--- src/rtl/u8d_pkg.sv ---
// Package for the UTF-8 byte stream decoder.
// Holds the decoder state and result types, byte-class masks and register indexes.
// No dependencies.
package u8d_pkg;

    // Configuration register indexes
    localparam logic CFG_ASCII_MODE = 1'b0;
    localparam logic CFG_STRIP_BOM  = 1'b1;

    // Lead and continuation byte class masks
    localparam logic [7:0] MASK_2B   = 8'hE0;
    localparam logic [7:0] MATCH_2B  = 8'hC0;
    localparam logic [7:0] MASK_3B   = 8'hF0;
    localparam logic [7:0] MATCH_3B  = 8'hE0;
    localparam logic [7:0] MASK_4B   = 8'hF8;
    localparam logic [7:0] MATCH_4B  = 8'hF0;
    localparam logic [7:0] MASK_5B   = 8'hFC;
    localparam logic [7:0] MATCH_5B  = 8'hF8;
    localparam logic [7:0] MASK_6B   = 8'hFE;
    localparam logic [7:0] MATCH_6B  = 8'hFC;
    localparam logic [7:0] MASK_CONT = 8'hC0;
    localparam logic [7:0] MATCH_CONT = 8'h80;
    localparam logic [7:0] CONT_BITS = 8'h3F;

    // Forbidden and special code points
    localparam logic [30:0] SURR_LO = 31'h0000D800;
    localparam logic [30:0] SURR_HI = 31'h0000DFFF;
    localparam logic [30:0] NONCHAR_FFFE = 31'h0000FFFE;
    localparam logic [30:0] NONCHAR_FFFF = 31'h0000FFFF;
    localparam logic [30:0] BOM = 31'h0000FEFF;

    // Decoder state carried between bytes
    typedef struct packed {
        logic [2:0]  bytes_left;
        logic [2:0]  total_len;
        logic [30:0] acc;
        logic        at_start;
    } t_dec_state;

    // One result of a decode step
    typedef struct packed {
        logic        valid;
        logic [30:0] code_point;
        logic        invalid;
    } t_dec_result;

    // Smallest legal value for a sequence of the given length
    function automatic logic [30:0] min_value(input logic [2:0] len);
        logic [30:0] v;
        begin
            case (len)
                3'd2:    v = 31'h00000080;
                3'd3:    v = 31'h00000800;
                3'd4:    v = 31'h00010000;
                3'd5:    v = 31'h00200000;
                3'd6:    v = 31'h04000000;
                default: v = 31'h00000000;
            endcase
            return v;
        end
    endfunction

endpackage

--- src/rtl/u8d_step.sv ---
// Combinational decode step: one byte plus the current state gives the next
// state and at most one result. Depends on u8d_pkg.
module u8d_step (
    input  logic                [7:0] i_byte,
    input  logic                      i_end,
    input  logic                      i_ascii_mode,
    input  logic                      i_strip_bom,
    input  u8d_pkg::t_dec_state       i_state,
    output u8d_pkg::t_dec_state       o_state,
    output u8d_pkg::t_dec_result      o_result
);

    logic [30:0] acc_shift;
    logic [2:0]  left_dec;
    logic [30:0] fin_cp;
    logic [2:0]  fin_len;
    logic        fin_bad;
    logic        fin_bom;
    logic        is_cont;

    // Continuation byte shifted into the accumulator
    assign acc_shift = {i_state.acc[24:0], i_byte[5:0]};
    assign left_dec  = i_state.bytes_left - 3'd1;
    assign is_cont   = (i_byte & u8d_pkg::MASK_CONT) == u8d_pkg::MATCH_CONT;

    // Character completion checks: single byte when idle, else the accumulator
    assign fin_cp  = (i_state.bytes_left == 3'd0) ? {23'd0, i_byte} : acc_shift;
    assign fin_len = (i_state.bytes_left == 3'd0) ? 3'd1 : i_state.total_len;
    assign fin_bad = (fin_len >= 3'd2 && fin_cp < u8d_pkg::min_value(fin_len))
                   || (fin_cp >= u8d_pkg::SURR_LO && fin_cp <= u8d_pkg::SURR_HI)
                   || fin_cp == u8d_pkg::NONCHAR_FFFE
                   || fin_cp == u8d_pkg::NONCHAR_FFFF;
    assign fin_bom = fin_cp == u8d_pkg::BOM && i_state.at_start && i_strip_bom;

    // Next state and result
    always_comb begin
        o_state  = i_state;
        o_result = '0;
        if (i_end) begin
            o_result.valid   = (i_state.bytes_left != 3'd0) && !i_ascii_mode;
            o_result.invalid = 1'b1;
            o_state          = '0;
            o_state.at_start = 1'b1;
        end else if (i_ascii_mode) begin
            o_state             = '0;
            o_result.valid      = 1'b1;
            o_result.code_point = {23'd0, i_byte};
        end else if (i_state.bytes_left == 3'd0 && i_byte[7]) begin
            // Lead byte opens a sequence, or is illegal
            o_state.at_start = i_state.at_start;
            if ((i_byte & u8d_pkg::MASK_2B) == u8d_pkg::MATCH_2B) begin
                o_state.total_len = 3'd2;
                o_state.acc       = {26'd0, i_byte[4:0]};
            end else if ((i_byte & u8d_pkg::MASK_3B) == u8d_pkg::MATCH_3B) begin
                o_state.total_len = 3'd3;
                o_state.acc       = {27'd0, i_byte[3:0]};
            end else if ((i_byte & u8d_pkg::MASK_4B) == u8d_pkg::MATCH_4B) begin
                o_state.total_len = 3'd4;
                o_state.acc       = {28'd0, i_byte[2:0]};
            end else if ((i_byte & u8d_pkg::MASK_5B) == u8d_pkg::MATCH_5B) begin
                o_state.total_len = 3'd5;
                o_state.acc       = {29'd0, i_byte[1:0]};
            end else if ((i_byte & u8d_pkg::MASK_6B) == u8d_pkg::MATCH_6B) begin
                o_state.total_len = 3'd6;
                o_state.acc       = {30'd0, i_byte[0]};
            end else begin
                o_state.total_len = 3'd0;
                o_state.acc       = '0;
                o_result.valid    = 1'b1;
                o_result.invalid  = 1'b1;
                o_state.at_start  = 1'b0;
            end
            o_state.bytes_left = (o_state.total_len == 3'd0) ? 3'd0 : o_state.total_len - 3'd1;
        end else if (i_state.bytes_left != 3'd0 && !is_cont) begin
            // Broken sequence
            o_state          = '0;
            o_result.valid   = 1'b1;
            o_result.invalid = 1'b1;
        end else if (i_state.bytes_left != 3'd0 && left_dec != 3'd0) begin
            o_state.bytes_left = left_dec;
            o_state.acc        = acc_shift;
        end else begin
            // Character complete: ASCII byte or last continuation byte
            o_state          = '0;
            o_state.at_start = 1'b0;
            if (fin_bad) begin
                o_result.valid   = 1'b1;
                o_result.invalid = 1'b1;
            end else if (!fin_bom) begin
                o_result.valid      = 1'b1;
                o_result.code_point = fin_cp;
            end
        end
    end

endmodule

--- src/rtl/utf8_byte_stream_decoder.sv ---
// Top level of the UTF-8 byte stream decoder: input register, decode step,
// result register and configuration registers. Depends on u8d_pkg, u8d_step.
//
//  channel | signals                                   | direction
//  --------+-------------------------------------------+----------
//  input   | i_in_valid, o_in_ready, i_data_byte,      | in
//          | i_stream_end                              |
//  result  | o_out_valid, i_out_ready, o_code_point,   | out
//          | o_invalid                                 |
//  config  | i_cfg_we, i_cfg_idx, i_cfg_data           | in
//
// One byte per cycle sustained while results are not stalled; a byte is held in
// the input register and decoded into the result register when it advances, and
// its result is offered from there. Reset is synchronous, active low; it
// clears both registers' valid flags and the decoder state and returns the
// configuration to its defaults.
// A stalled result holds the pipe; the input register still takes a new byte
// whenever its contents move into the result register on the same edge.
module utf8_byte_stream_decoder (
    input  logic        i_clk,
    input  logic        i_rst_n,
    input  logic        i_cfg_we,
    input  logic        i_cfg_idx,
    input  logic        i_cfg_data,
    input  logic        i_in_valid,
    output logic        o_in_ready,
    input  logic [7:0]  i_data_byte,
    input  logic        i_stream_end,
    output logic        o_out_valid,
    input  logic        i_out_ready,
    output logic [30:0] o_code_point,
    output logic        o_invalid
);

    logic                   r_ascii_mode;
    logic                   r_strip_bom;
    logic                   r_in_valid;
    logic [7:0]             r_in_byte;
    logic                   r_in_end;
    u8d_pkg::t_dec_state    r_state;
    u8d_pkg::t_dec_state    n_state;
    u8d_pkg::t_dec_result   n_result;
    logic                   r_out_valid;
    logic [30:0]            r_code_point;
    logic                   r_invalid;
    logic                   advance;

    // Byte moves out of the input register when the result register is free
    assign advance    = r_in_valid && (!r_out_valid || i_out_ready);
    assign o_in_ready = !r_in_valid || advance;

    // Configuration registers
    always_ff @(posedge i_clk) begin
        if (!i_rst_n) begin
            r_ascii_mode <= 1'b0;
            r_strip_bom  <= 1'b1;
        end else if (i_cfg_we) begin
            unique case (i_cfg_idx)
                u8d_pkg::CFG_ASCII_MODE: r_ascii_mode <= i_cfg_data;
                u8d_pkg::CFG_STRIP_BOM:  r_strip_bom  <= i_cfg_data;
                default: ;
            endcase
        end
    end

    // Input register
    always_ff @(posedge i_clk) begin
        if (!i_rst_n) begin
            r_in_valid <= 1'b0;
        end else if (o_in_ready) begin
            r_in_valid <= i_in_valid;
        end
    end

    always_ff @(posedge i_clk) begin
        if (o_in_ready && i_in_valid) begin
            r_in_byte <= i_data_byte;
            r_in_end  <= i_stream_end;
        end
    end

    u8d_step u_step (
        .i_byte       (r_in_byte),
        .i_end        (r_in_end),
        .i_ascii_mode (r_ascii_mode),
        .i_strip_bom  (r_strip_bom),
        .i_state      (r_state),
        .o_state      (n_state),
        .o_result     (n_result)
    );

    // Decoder state
    always_ff @(posedge i_clk) begin
        if (!i_rst_n) begin
            r_state <= '{bytes_left: 3'd0, total_len: 3'd0, acc: 31'd0, at_start: 1'b1};
        end else if (advance) begin
            r_state <= n_state;
        end
    end

    // Result register
    always_ff @(posedge i_clk) begin
        if (!i_rst_n) begin
            r_out_valid <= 1'b0;
        end else if (advance) begin
            r_out_valid <= n_result.valid;
        end else if (i_out_ready) begin
            r_out_valid <= 1'b0;
        end
    end

    always_ff @(posedge i_clk) begin
        if (advance && n_result.valid) begin
            r_code_point <= n_result.code_point;
            r_invalid    <= n_result.invalid;
        end
    end

    assign o_out_valid  = r_out_valid;
    assign o_code_point = r_code_point;
    assign o_invalid    = r_invalid;

    // An invalid result never carries a code point
    a_invalid_zero: assert property (@(posedge i_clk) disable iff (!i_rst_n)
        r_out_valid && r_invalid |-> r_code_point == 31'd0)
        else $error("invalid result with nonzero code point");

    // An open sequence always has a legal length and fewer bytes left than it
    a_open_seq: assert property (@(posedge i_clk) disable iff (!i_rst_n)
        r_state.bytes_left != 3'd0 |->
            r_state.bytes_left < r_state.total_len && r_state.total_len >= 3'd2
            && r_state.total_len <= 3'd6)
        else $error("inconsistent sequence length state");

    // End of stream always leaves the decoder idle and re-armed
    a_end_idle: assert property (@(posedge i_clk) disable iff (!i_rst_n)
        advance && r_in_end |=> r_state.bytes_left == 3'd0 && r_state.at_start)
        else $error("decoder not idle after end of stream");

    // Pass-through mode never leaves a sequence open
    a_ascii_idle: assert property (@(posedge i_clk) disable iff (!i_rst_n)
        advance && r_ascii_mode |=> r_state.bytes_left == 3'd0)
        else $error("sequence open in pass-through mode");

endmodule
--- config.mk ---
export PLATFORM = sky130hd
export DESIGN_NAME = utf8_byte_stream_decoder
export DESIGN_NICKNAME = d
export VERILOG_FILES = /design/src/rtl/u8d_pkg.sv /design/src/rtl/u8d_step.sv /design/src/rtl/utf8_byte_stream_decoder.sv
export SDC_FILE = /design/constraint.sdc
export NUM_CORES = 1
export LEC_CHECK = 0
export BUFFER_PORTS_ARGS = -buffer_cell sky130_fd_sc_hd__buf_2
export CAP_MARGIN = 20
export CORE_MARGIN = 2
export CORE_UTILIZATION = 57
export CTS_CLUSTER_SIZE = 40
export DETAILED_ROUTE_END_ITERATION = 6
export PLACE_DENSITY = 0.79
export SLEW_MARGIN = 15
export SYNTH_ARGS = -nofsm -noshare
export SYNTH_HDL_FRONTEND = slang
export SYNTH_SLANG_ARGS = --single-unit
--- constraint.sdc ---
create_clock -name i_clk -period 5.2 [get_ports i_clk]
set_clock_uncertainty 0.05 [all_clocks]
set_input_delay 0.52 -clock i_clk [delete_from_list [all_inputs] [get_ports i_clk]]
set_output_delay 0.52 -clock i_clk [all_outputs]
set_load 0.02 [all_outputs]
==> out/results.tsv <==
stage	metric	value	unit
grt	first_global_vias	2673	
yosys	synth_top_cells_by_count	edfxtp_1, nor2_1, dfxtp_1	
finish	area_growth_syn_to_layout	13.9	%
yosys	yosys.cell_count.top_type	edfxtp_1	
critical_path	worstPathCellList	inv_1, ha_1, nor2b_2, or4b_2, ha_1, nand2_1, a21oi_1, o21ai_2, nand3_4, a31o_1, a31oi_4, buf_16	
cts	post-cts-setup-buffers	0	
finish	fraction_of_layout_instances_using_a_drive_strength_above_1	22.3	%
yosys	synth.cell_area	3610	sq um
detailed_routing	dr.first_iter.drc_count	281	
cts	cts-resized-gates	0	
yosys	ys.flop_type	edfxtp_1	
critical_path	crit_path_leading_delay_family	simple AND/OR/NAND/NOR gates	
critical_path	timing.critical_path.buf_inv	2	
floorplanning	rows	29	
yosys	flop_and_latch_count_out_of_synthesis	77	
yosys	yosysTopAreaCellShare	34.1	%
grt	grt_usage	24.0	%
grt	grt_overflow	0	
sta	timing_max_transition_violations_final	0	
sta	layout_worst_path_cycle_share	69.7	%
yosys	synth_top_cell_by_area	edfxtp_1	
sta	finalHoldViolations	0	
finish	seqCellArea	1950	sq um
yosys	yosysWarningCount	0	
finish	antennaDiodeCount	0	
critical_path	crit_top_cell	ha_1	
floorplanning	fp.dieW	83.6	um
floorplanning	core_area	6240	sq um
yosys	synthesis.instances	340	
run_status	status	complete, no violations	
cts	tritoncts	done	
cts	clk_latency	350	ps
detailed_routing	detailroute.wirelength.met2	3950	um
floorplanning	initial_core_util	57.9	%
critical_path	timing.critical_path.depth	12	
detailed_routing	wl_met1	3390	um
floorplanning	die_height	83.6	um
cts	cts_buffer_depth	2	
critical_path	reg2regPathDepth	12	
sta	fmax	276	MHz
critical_path	critPathRequiredTime	5210	ps
critical_path	critical_path.max_fanout	25	
detailed_routing	routed_wirelength	8080	um
sta	final-setup-viol-count	0	
finish	final_nets	409	
finish	postLayoutCoreUtil	66.0	%
detailed_routing	met3_length	500	um
place	place.detailed.hpwl	5610	um
detailed_routing	route.vias.total	2902	
detailed_routing	first_pass_iters	5	
critical_path	timing_worst_setup_path_type	flop to flop	
sta	worstMarginPinSlew	1010	ps
run	timing.max_cap.violations	0	
cts	clock_tree.htree_level_count	3	
yosys	register_area_share_after_synthesis	54.0	%
critical_path	timing.critical_path.from_type	flop	
critical_path	worstSetupEndpointType	flop	
detailed_routing	ant_nets	0	
grt	pin_count_of_the_biggest_net_entering_global_routing	35	
detailed_routing	detail_route.drc_violations	0	
critical_path	critPathArrivalTime	3630	ps
yosys	synth_cell_type_count	59	
yosys	synth_enable_flop_cells	41	
sta	timing.setup.tns	0	ps
grt	antenna_found_initial	0	
finish	final.fill_count	526	
power_and_ir_drop	power_leakage	1.54	nW
yosys	postSynthNetCount	363	
cts	cts_buffers	9	
cts	clk_transition_reported_paths	80	ps
grt	wire_length_of_the_first_global_routing_pass	13400	um
min_path	timing.hold.worst_path_depth	1	
cts	cts-hold-fix-buffers	0	
critical_path	cpPeakStageDelay	650	ps
critical_path	critical-path-slowest-cell	or4b_2	
cts	clkSinkCount	77	
sta	fin_crit	3620	ps
floorplanning	number_of_i_o_pins	50	
floorplanning	fp.dieArea	6990	sq um
finish	multi_input_comb_area	1570	sq um
min_path	hold_class	input pin to flop	
place	place.port_buffers	49	
place	gpl.final_weighted_congestion	0.883	
detailed_routing	routedWlPerCell	17.3	um
sta	rsz0062_at_grt	false	
detailed_routing	route.detailed.vias_per_inst	6.20	
detailed_routing	highest_layer	met4	
power_and_ir_drop	irDropWorstVdd	0.000225	V
yosys	postSynth.asyncResetShare	0	%
yosys	biggest_area_contributors_in_the_synthesized_netlist	edfxtp_1, dfxtp_1, a22oi_1	
sta	slew_margin_rel	32.4	%
yosys	avgSynthCellArea	10.6	sq um
cts	root_buffer	clkbuf_8	
power_and_ir_drop	power_density_cells	284	nW/um^2
-- power by group --
group	switching (W)	leakage [nW]	internal, W	total [W]
Sequential	0.0000128	0.694	0.000651	0.000664
Combinational	0.0000479	0.748	0.0000252	0.0000731
Clock	0.000217	0.0985	0.000215	0.000432
-- layout by cell type (no fill, tap or decap), types with 4 or more instances in the layout --
master,netlist,final
inv_1,5,5
edfxtp_1,41,41
a22oi_1,21,21
o21ai_0,9,9
dfxtp_1,36,36
and2_4,9,9
a32oi_1,6,6
buf_2,5,49
ha_1,7,7
nand2_1,20,20
a211oi_1,4,4
nor2b_1,5,5
and2_1,21,21
nand4_1,5,5
nor2_1,39,39
nor3_1,9,9
nand3_1,11,11
nor3b_1,5,5
o21bai_1,5,5
clkbuf_8,0,10
nor4_1,6,6
a21oi_1,6,6
nand2b_1,7,7
-- layer usage --
| layer | vias to the layer above | global-route usage, % |
|---|---|---|
| li1 | 1363 | - |
| met1 | 1384 | 32.4 |
| met2 | 132 | 38.0 |
| met3 | 23 | 3.86 |
| met4 | 0 | 11.4 |
| met5 | - | 0 |
-- cell type report --
type | count | area share, %
Clock buffer | 13 | 4.13
Clock inverter | 3 | 0.456
Inverter | 6 | 0.547
Multi-Input combinational cell | 240 | 38.1
Sequential cell | 77 | 47.4
Tap cell | 77 | 2.34
Timing Repair Buffer | 52 | 6.99
-- registers in the layout (all words and copies together), names as in the netlist --
| signal | count |
|---|---|
| o_invalid | 1 |
| r_in_end | 1 |
| r_in_valid | 1 |
| r_strip_bom | 1 |
| r_ascii_mode | 1 |
| r_state | 32 |
| o_out_valid | 1 |
| o_code_point | 31 |
| r_in_byte | 8 |
-- path summary, 6_finish.rpt --
path,start,to,slack (ps)
setup / recovery,r_state[35],o_code_point[1],1580
hold / removal,i_data_byte[0],r_in_byte[0],290
setup reg to reg,r_state[35],o_code_point[1],1580
hold reg to reg,r_state[0],r_state[0],450
-- kinds of logic (layout without fill, tap and decap cells) --
logic type | count (synthesis) | count (layout) | synth area share (%)
simple gates | 157 | 157 | 24.7
flops | 77 | 77 | 54.0
compound gates | 72 | 72 | 14.8
buf+inv | 23 | 74 | 2.98
fa+ha+maj | 7 | 7 | 2.42
mux | 4 | 4 | 1.14
-- stage by stage --
stage | hold WS (ps) | worst slack (ps) | power, W | cells | area (sq um)
finish | 288 | 1580 | 0.00117 | 468 | 4120
global route | 286 | 1350 | 0.00120 | 468 | 4120
CTS | 280 | 1170 | 0.00117 | 467 | 4090
detailed placement | 437 | 1200 | 0.000748 | 451 | 3900
global placement | 424 | 1400 | 0.000747 | 451 | 3900
floorplan | 408 | 561 | 0.000722 | 340 | 3610
Note: power is estimated with default switching activity, not from simulation.
